$ cat config.mk
export PLATFORM = sky130hd
export DESIGN_NAME = sorted_list_merge
export DESIGN_NICKNAME = d
export VERILOG_FILES = /design/src/hw/rtl/slm_pkg.sv /design/src/hw/rtl/slm_ram.sv /design/src/hw/rtl/slm_merge.sv /design/src/hw/rtl/sorted_list_merge.sv
export VERILOG_INCLUDE_DIRS = /design/src /design/src/hw/rtl
export SDC_FILE = /design/constraint.sdc
export NUM_CORES = 2
export LEC_CHECK = 0
export BUFFER_PORTS_ARGS = -buffer_cell sky130_fd_sc_hd__buf_4
export CORE_AREA = 2 2 285 287
export CTS_CLUSTER_DIAMETER = 100
export DETAILED_ROUTE_END_ITERATION = 8
export DIE_AREA = 0 0 287 289
export PLACE_DENSITY = 0.73
export SYNTH_ARGS = -nofsm -noshare
export SYNTH_HDL_FRONTEND = slang
export SYNTH_SLANG_ARGS = --single-unit
$ cat constraint.sdc
create_clock -name clk -period 5.2 [get_ports clk]
set_clock_uncertainty 0.05 [all_clocks]
set_input_delay 0.52 -clock clk [delete_from_list [all_inputs] [get_ports clk]]
set_output_delay 0.52 -clock clk [all_outputs]
set_load 0.01 [all_outputs]
$ cat src/hw/rtl/sorted_list_merge_assert.svh
// Assertion macros for the sorted list merge block.
// Expects clk and rst_n in the scope where a macro is used.
`ifndef SORTED_LIST_MERGE_ASSERT_SVH
`define SORTED_LIST_MERGE_ASSERT_SVH

// The consequent holds in the same cycle as the antecedent.
`define SLM_ASSERT_SAME(lbl, ante, cons, msg) \
  lbl: assert property (@(posedge clk) disable iff (!rst_n) (ante) |-> (cons)) \
    else $error(msg);

// The consequent holds in the cycle after the antecedent.
`define SLM_ASSERT_NEXT(lbl, ante, cons, msg) \
  lbl: assert property (@(posedge clk) disable iff (!rst_n) (ante) |=> (cons)) \
    else $error(msg);

`endif

$ cat src/hw/rtl/slm_pkg.sv
// Shared constants and types for the sorted list merge block.
// Used by the merge engine and the top level; depends on nothing.
`default_nettype none

package slm_pkg;

  localparam int LIST_DEPTH = 16;
  localparam int DATA_W     = 32;
  localparam int CNT_W      = $clog2(LIST_DEPTH + 1);
  localparam int IDX_W      = (LIST_DEPTH > 1) ? $clog2(LIST_DEPTH) : 1;

  localparam logic [1:0] CMD_LOAD_A = 2'd0;
  localparam logic [1:0] CMD_LOAD_B = 2'd1;
  localparam logic [1:0] CMD_MERGE  = 2'd2;

  typedef struct packed {
    logic             go;
    logic [CNT_W-1:0] cnt_a;
    logic [CNT_W-1:0] cnt_b;
  } merge_start_t;

endpackage

`default_nettype wire

$ cat src/hw/rtl/slm_ram.sv
// Generic simple dual-port RAM with one write port and a registered read port.
// Stands alone; width and depth are set by the instantiating module.
`default_nettype none

module slm_ram #(
  parameter int WIDTH = 32,
  parameter int DEPTH = 16
) (
  input  wire logic                                  clk,
  input  wire logic                                  we,
  input  wire logic [((DEPTH > 1) ? $clog2(DEPTH) : 1)-1:0] waddr,
  input  wire logic [WIDTH-1:0]                      wdata,
  input  wire logic [((DEPTH > 1) ? $clog2(DEPTH) : 1)-1:0] raddr,
  output logic      [WIDTH-1:0]                      rdata
);

  logic [WIDTH-1:0] mem [DEPTH];

  always_ff @(posedge clk) begin
    if (we) begin
      mem[waddr] <= wdata;
    end
    rdata <= mem[raddr];
  end

endmodule

`default_nettype wire

$ cat src/hw/rtl/slm_merge.sv
// Merge engine: walks both list memories with two read pointers and emits
// the merged run through an output register. Depends on slm_pkg.
`default_nettype none

module slm_merge (
  input  wire logic                        clk,
  input  wire logic                        rst_n,
  input  wire slm_pkg::merge_start_t       start,
  input  wire logic [slm_pkg::DATA_W-1:0]  rdata_a,
  input  wire logic [slm_pkg::DATA_W-1:0]  rdata_b,
  output logic      [slm_pkg::IDX_W-1:0]   raddr_a,
  output logic      [slm_pkg::IDX_W-1:0]   raddr_b,
  output logic                             busy,
  output logic                             out_valid,
  input  wire logic                        out_stall,
  output logic      [slm_pkg::DATA_W-1:0]  out_merged_value,
  output logic                             out_last
);

  logic                       busy_r, busy_nxt;
  logic [slm_pkg::CNT_W-1:0]  ia_r, ia_nxt, ib_r, ib_nxt;
  logic [slm_pkg::CNT_W-1:0]  na_r, na_nxt, nb_r, nb_nxt;
  logic                       out_valid_r, out_valid_nxt;
  logic [slm_pkg::DATA_W-1:0] out_value_r, out_value_nxt;
  logic                       out_last_r, out_last_nxt;
  logic                       has_a, has_b, take_a, advance, done;

  always_comb begin
    has_a   = ia_r < na_r;
    has_b   = ib_r < nb_r;
    take_a  = has_a && (!has_b || ($signed(rdata_a) < $signed(rdata_b)));
    advance = busy_r && (!out_valid_r || !out_stall);

    ia_nxt = ia_r;
    ib_nxt = ib_r;
    na_nxt = na_r;
    nb_nxt = nb_r;
    if (start.go) begin
      ia_nxt = '0;
      ib_nxt = '0;
      na_nxt = start.cnt_a;
      nb_nxt = start.cnt_b;
    end else if (advance) begin
      if (take_a) begin
        ia_nxt = ia_r + slm_pkg::CNT_W'(1);
      end else begin
        ib_nxt = ib_r + slm_pkg::CNT_W'(1);
      end
    end
    done = (ia_nxt == na_r) && (ib_nxt == nb_r);

    busy_nxt = busy_r;
    if (start.go) begin
      busy_nxt = 1'b1;
    end else if (advance && done) begin
      busy_nxt = 1'b0;
    end

    out_valid_nxt = out_valid_r;
    out_value_nxt = out_value_r;
    out_last_nxt  = out_last_r;
    if (advance) begin
      out_valid_nxt = 1'b1;
      out_value_nxt = take_a ? rdata_a : rdata_b;
      out_last_nxt  = done;
    end else if (!out_stall) begin
      out_valid_nxt = 1'b0;
    end
  end

  always_ff @(posedge clk) begin
    if (!rst_n) begin
      busy_r      <= 1'b0;
      out_valid_r <= 1'b0;
      ia_r        <= '0;
      ib_r        <= '0;
      na_r        <= '0;
      nb_r        <= '0;
    end else begin
      busy_r      <= busy_nxt;
      out_valid_r <= out_valid_nxt;
      ia_r        <= ia_nxt;
      ib_r        <= ib_nxt;
      na_r        <= na_nxt;
      nb_r        <= nb_nxt;
    end
    out_value_r <= out_value_nxt;
    out_last_r  <= out_last_nxt;
  end

  assign raddr_a          = ia_nxt[slm_pkg::IDX_W-1:0];
  assign raddr_b          = ib_nxt[slm_pkg::IDX_W-1:0];
  assign busy             = busy_r;
  assign out_valid        = out_valid_r;
  assign out_merged_value = out_value_r;
  assign out_last         = out_last_r;

endmodule

`default_nettype wire

$ cat src/hw/rtl/sorted_list_merge.sv
// Top level of the sorted list merge block: load handling, list counts,
// the two list memories and the merge engine. Depends on slm_pkg,
// slm_ram, slm_merge and sorted_list_merge_assert.svh.
//
//   Channel   Direction  Ports                              Handshake
//   in        input      in_command, in_value               in_valid / in_stall
//   out       output     out_merged_value, out_last         out_valid / out_stall
//
// Loads may arrive back to back.
// A merge beat with n stored values emits them one value per cycle while the output is not stalled.
// Input is stalled while a merge runs; output stalls pause the merge.
// Reset empties both lists; memory contents are not cleared.
`default_nettype none
`include "sorted_list_merge_assert.svh"

module sorted_list_merge (
  input  wire logic                        clk,
  input  wire logic                        rst_n,
  input  wire logic                        in_valid,
  output logic                             in_stall,
  input  wire logic [1:0]                  in_command,
  input  wire logic [slm_pkg::DATA_W-1:0]  in_value,
  output logic                             out_valid,
  input  wire logic                        out_stall,
  output logic      [slm_pkg::DATA_W-1:0]  out_merged_value,
  output logic                             out_last
);

  logic [slm_pkg::CNT_W-1:0]  count_a_r, count_a_nxt, count_b_r, count_b_nxt;
  logic                       in_acc, we_a, we_b, busy;
  slm_pkg::merge_start_t      start;
  logic [slm_pkg::IDX_W-1:0]  raddr_a, raddr_b;
  logic [slm_pkg::DATA_W-1:0] rdata_a, rdata_b;

  always_comb begin
    in_acc = in_valid && !in_stall;
    we_a   = in_acc && (in_command == slm_pkg::CMD_LOAD_A) &&
             (count_a_r < slm_pkg::CNT_W'(slm_pkg::LIST_DEPTH));
    we_b   = in_acc && (in_command == slm_pkg::CMD_LOAD_B) &&
             (count_b_r < slm_pkg::CNT_W'(slm_pkg::LIST_DEPTH));

    start.go    = in_acc && (in_command == slm_pkg::CMD_MERGE) &&
                  ((count_a_r != '0) || (count_b_r != '0));
    start.cnt_a = count_a_r;
    start.cnt_b = count_b_r;

    count_a_nxt = count_a_r;
    count_b_nxt = count_b_r;
    if (start.go) begin
      count_a_nxt = '0;
      count_b_nxt = '0;
    end else begin
      if (we_a) begin
        count_a_nxt = count_a_r + slm_pkg::CNT_W'(1);
      end
      if (we_b) begin
        count_b_nxt = count_b_r + slm_pkg::CNT_W'(1);
      end
    end
  end

  always_ff @(posedge clk) begin
    if (!rst_n) begin
      count_a_r <= '0;
      count_b_r <= '0;
    end else begin
      count_a_r <= count_a_nxt;
      count_b_r <= count_b_nxt;
    end
  end

  assign in_stall = busy;

  slm_ram #(
    .WIDTH (slm_pkg::DATA_W),
    .DEPTH (slm_pkg::LIST_DEPTH)
  ) u_ram_a (
    .clk   (clk),
    .we    (we_a),
    .waddr (count_a_r[slm_pkg::IDX_W-1:0]),
    .wdata (in_value),
    .raddr (raddr_a),
    .rdata (rdata_a)
  );

  slm_ram #(
    .WIDTH (slm_pkg::DATA_W),
    .DEPTH (slm_pkg::LIST_DEPTH)
  ) u_ram_b (
    .clk   (clk),
    .we    (we_b),
    .waddr (count_b_r[slm_pkg::IDX_W-1:0]),
    .wdata (in_value),
    .raddr (raddr_b),
    .rdata (rdata_b)
  );

  slm_merge u_merge (
    .clk              (clk),
    .rst_n            (rst_n),
    .start            (start),
    .rdata_a          (rdata_a),
    .rdata_b          (rdata_b),
    .raddr_a          (raddr_a),
    .raddr_b          (raddr_b),
    .busy             (busy),
    .out_valid        (out_valid),
    .out_stall        (out_stall),
    .out_merged_value (out_merged_value),
    .out_last         (out_last)
  );

  `SLM_ASSERT_SAME(a_count_a_bound, 1'b1, count_a_r <= slm_pkg::CNT_W'(slm_pkg::LIST_DEPTH), "list A count above depth")
  `SLM_ASSERT_SAME(a_lists_empty_in_merge, busy, (count_a_r == '0) && (count_b_r == '0), "lists not empty during merge")
  `SLM_ASSERT_NEXT(a_stall_holds, out_valid && out_stall, out_valid && $stable(out_merged_value) && $stable(out_last), "stalled result beat changed")
  `SLM_ASSERT_NEXT(a_start_runs, start.go, busy, "merge did not start")

endmodule

`default_nettype wire
==> results.sh <==
export IMPL_crit_path_end_kind="flip-flop"
export IMPL_crit_path_cell_trace="ha_1 -> nand4_1 -> nor4_2 -> o21ai_0 -> nand3_1 -> o211ai_4 -> o211ai_1 -> o21ai_4 -> buf_4 -> buf_4 -> a211oi_1 -> a31oi_1 -> a221o_1"
export IMPL_drt_wl_total_um=112000
export IMPL_drt_first_pass_iters=7
export IMPL_p_int_mw=14.6
export IMPL_die_h_um=289
export IMPL_reg2reg_to="u_ram_a.rdata[31]$_DFF_P_"
export IMPL_netlist_area_um2=45300
export IMPL_yosys_warnings=0
export IMPL_start_util=0.566
export IMPL_startpoint_type="flip-flop"
export IMPL_routed_via_density=6.24
export IMPL_finalHoldViolations=0
export IMPL_grt_pass1_wl_um=164000
export IMPL_hpwlAfterDp_um=62500
export IMPL_die_area_um2=82900
export IMPL_clockPowerShare=0.427
export IMPL_numPortBuffers=72
export IMPL_cp_arrival_ns=5.51
export IMPL_synthFlopType="edfxtp_1"
export IMPL_relSlewSlack=0.265
export IMPL_ant_nets=0
export IMPL_crit_start="u_ram_a.rdata[30]$_DFF_P_"
export IMPL_grt_max_degree=120
export IMPL_nets=3391
export IMPL_fill_cells=5569
export IMPL_synth_seq_cells=1153
export IMPL_power_leakage_nw=17.6
export IMPL_critical_path_depth=13
export IMPL_layout_common_cells="1057 x edfxtp_1, 720 x nand2_1, 202 x nand3_1, 142 x buf_4, 114 x clkbuf_16"
export IMPL_areaGrowthSynthToFinish_pct=13.1
export IMPL_crit_path_top_delay_cell="o211ai_1"
export IMPL_critPathBufInv=2
export IMPL_ctsResizeCount=0
export IMPL_outcome="finished clean"
export IMPL_drtIter0Drc=3422
export IMPL_dpl_cell_count=4248
export IMPL_cpPeakStageDelay_ns=0.67
export IMPL_pwr_share_comb=0.015
export IMPL_clockBufferDepth=3
export IMPL_fp_row_count=104
export IMPL_setup_violations=0
export IMPL_final_cells=4462
export IMPL_routabilityCongestion=0.880
export IMPL_r2r_cells=13
export IMPL_seq_area_frac_synth=0.744
export IMPL_num_antenna_cells=0
export IMPL_endpoint="u_ram_a.rdata[31]$_DFF_P_"
export IMPL_grt_overflow_total=0
export IMPL_cts_tree="yes"
export IMPL_htreeDepth=3
export IMPL_drcViolationCount=0
export IMPL_clock_sinks=1153
export IMPL_rrSetupSlack_ns=0.19
export IMPL_grt_pass1_vias=26556
export IMPL_cts_hold_buf=0
export IMPL_netSwitchingPower_mw=3.61
export IMPL_r2r_start="u_ram_a.rdata[30]$_DFF_P_"
export IMPL_postSynthAreaPerCell_um2=14.1
export IMPL_path_delay_family="compound AO/OA/AOI/OAI gates"
export IMPL_syn_nets=3295
export IMPL_antenna_found_initial=2
export IMPL_synthCells=3208
export IMPL_vias=27842
export IMPL_finalCriticalPeriod_ns=5.01
export IMPL_cts_inserted_buffers=112
export IMPL_synthArstFlopShare=0
export IMPL_seqPwrFrac=0.558
export IMPL_final_common_cell="edfxtp_1"
export IMPL_timing_fmax_mhz=200
export IMPL_cts_reportedPaths_clkPinSlew_ns=0.06
export IMPL_root_buffer="clkbuf_16"
export IMPL_drive_gt1_frac=0.131
export IMPL_coreArea_um2=79900
export IMPL_worstPathMaxFanout=25
export IMPL_cts_setup_buffers=0
export IMPL_post_route_period_util=0.964
export IMPL_die_w_um=287
export IMPL_io_pins=73
export IMPL_yosysUniqueCellTypes=59
export IMPL_insertion_delay_ns=0.68
export IMPL_peakVddDrop_mv=0.274
export IMPL_maxSlewViolCount=0
export IMPL_track_usage=0.267
export IMPL_routedWlPerCell_um=25.1
export IMPL_synth_edf_count=1057
export IMPL_powerDensity_nw_per_um2=356
export IMPL_fin_util=0.641
export IMPL_cp_common_cell="buf_4"
export IMPL_hold_path_class="in2reg"
export IMPL_max_cap_viol_count=0
export IMPL_crit_type="reg2reg"
export IMPL_tightest_slew_ns=1.10
export IMPL_swShare=0.198
export IMPL_required_ns=5.70
tightest hold or removal path: cells and delay by family:
| family | cells | cell delay [ns] |
|---|---|---|
| AO/OA/AOI/OAI | 1 | 0.05 |
| AND/OR/NAND/NOR | 1 | 0.07 |
| buffers and inverters | 1 | 0.08 |
metal layers:
layer / share of wire / vias up / global-route usage
li1: - / 12177 / -
met5: 0 / - / 0
met4: 0.035 / 0 / 0.104
met1: 0.40 / 13839 / 0.382
met2: 0.47 / 1586 / 0.418
met3: 0.10 / 240 / 0.0394
area by class of cell:
class | instances | area (um^2) | share of cell area
clock buffers | 145 | 3050 | 0.0596
clock inverters | 67 | 508 | 0.00992
inverters | 50 | 188 | 0.00367
repair buffers | 169 | 1610 | 0.0314
well taps | 1060 | 1330 | 0.0259
flip-flops and latches | 1153 | 33700 | 0.658
multi-input cells | 1818 | 10900 | 0.212
synth_stat cells (all sizes together), types with 33 or more instances:
master	number	share of area
dfxtp	96	0.042
a31oi	67	0.0093
mux2i	102	0.023
a32oi	33	0.0064
clkbuf	114	0.0095
mux2	36	0.0090
and2	102	0.014
buf	75	0.010
o21ai	77	0.0085
inv	50	0.0041
nand2	721	0.060
nand4	70	0.0097
nand3	202	0.022
nor2	63	0.0052
edfxtp	1057	0.70
ha	49	0.014
a211oi	98	0.019
and3	33	0.0046
power by group through the flow:
stage | clock network, mW | registers (mW) | logic (mW)
6_report | 7.78 | 10.2 | 0.270
5_1_grt | 8.20 | 10.2 | 0.295
4_1_cts | 7.83 | 10.2 | 0.268
3_5_place_dp | 0 | 10.4 | 0.266
3_3_place_gp | 0 | 10.4 | 0.253
2_1_floorplan | 0 | 10.4 | 0.0845
how the worst min path moves through the flow:
stage,slack (ns),cells past startpoint,start,end
2_1_floorplan,0.39,2,u_merge.na_r[3]$_SDFFE_PN0P_,u_merge.na_r[3]$_SDFFE_PN0P_
3_3_place_gp,0.40,2,u_merge.na_r[3]$_SDFFE_PN0P_,u_merge.na_r[3]$_SDFFE_PN0P_
3_5_place_dp,0.41,2,u_merge.nb_r[1]$_SDFFE_PN0P_,u_merge.nb_r[1]$_SDFFE_PN0P_
4_1_cts,0.008,3,out_stall,u_merge.out_valid$_SDFFE_PN0P_
5_1_grt,0.06,2,rst_n,u_merge.ib_r[2]$_SDFF_PN0_
6_report,0.03,3,out_stall,u_merge.out_valid$_SDFFE_PN0P_
logic make-up after synthesis:
| family | Yosys count | share of synthesized area |
|---|---|---|
| AO/OA/AOI/OAI | 385 | 0.0635 |
| XOR/XNOR | 17 | 0.00329 |
| adder cells (fa/ha/maj) | 49 | 0.0135 |
| buffers and inverters | 239 | 0.0238 |
| flip-flops | 1153 | 0.744 |
| multiplexers | 138 | 0.0315 |
| AND/OR/NAND/NOR | 1227 | 0.121 |
registers in the layout, indices dropped and copies added (netlist names):
signal and flops:
u_ram_b.rdata 32, u_ram_a.mem 512, u_merge.ia_r 5, u_merge.na_r 5, count_a_r 5, u_ram_b.mem 512, u_merge.out_merged_value 32, u_merge.out_valid 1
u_ram_a.rdata 32, u_merge.busy 1, u_merge.ib_r 5, u_merge.nb_r 5, u_merge.out_last 1, count_b_r 5
per-stage QoR:
step,hold slack (ns),worst slack (ns),instance area (um^2),setup TNS (ns),total power [mW]
floorplan,0.386,0.633,45300,0,10.4
detailed placement,0.407,0.0599,47600,0,10.6
CTS,0.00804,0.0521,51200,0,18.3
finish,0.0280,0.189,51200,0,18.2
global placement,0.398,0.136,47600,0,10.6
global route,0.0629,-0.0193,51200,-0.0259,18.7
(Power assumes the default switching activity.)
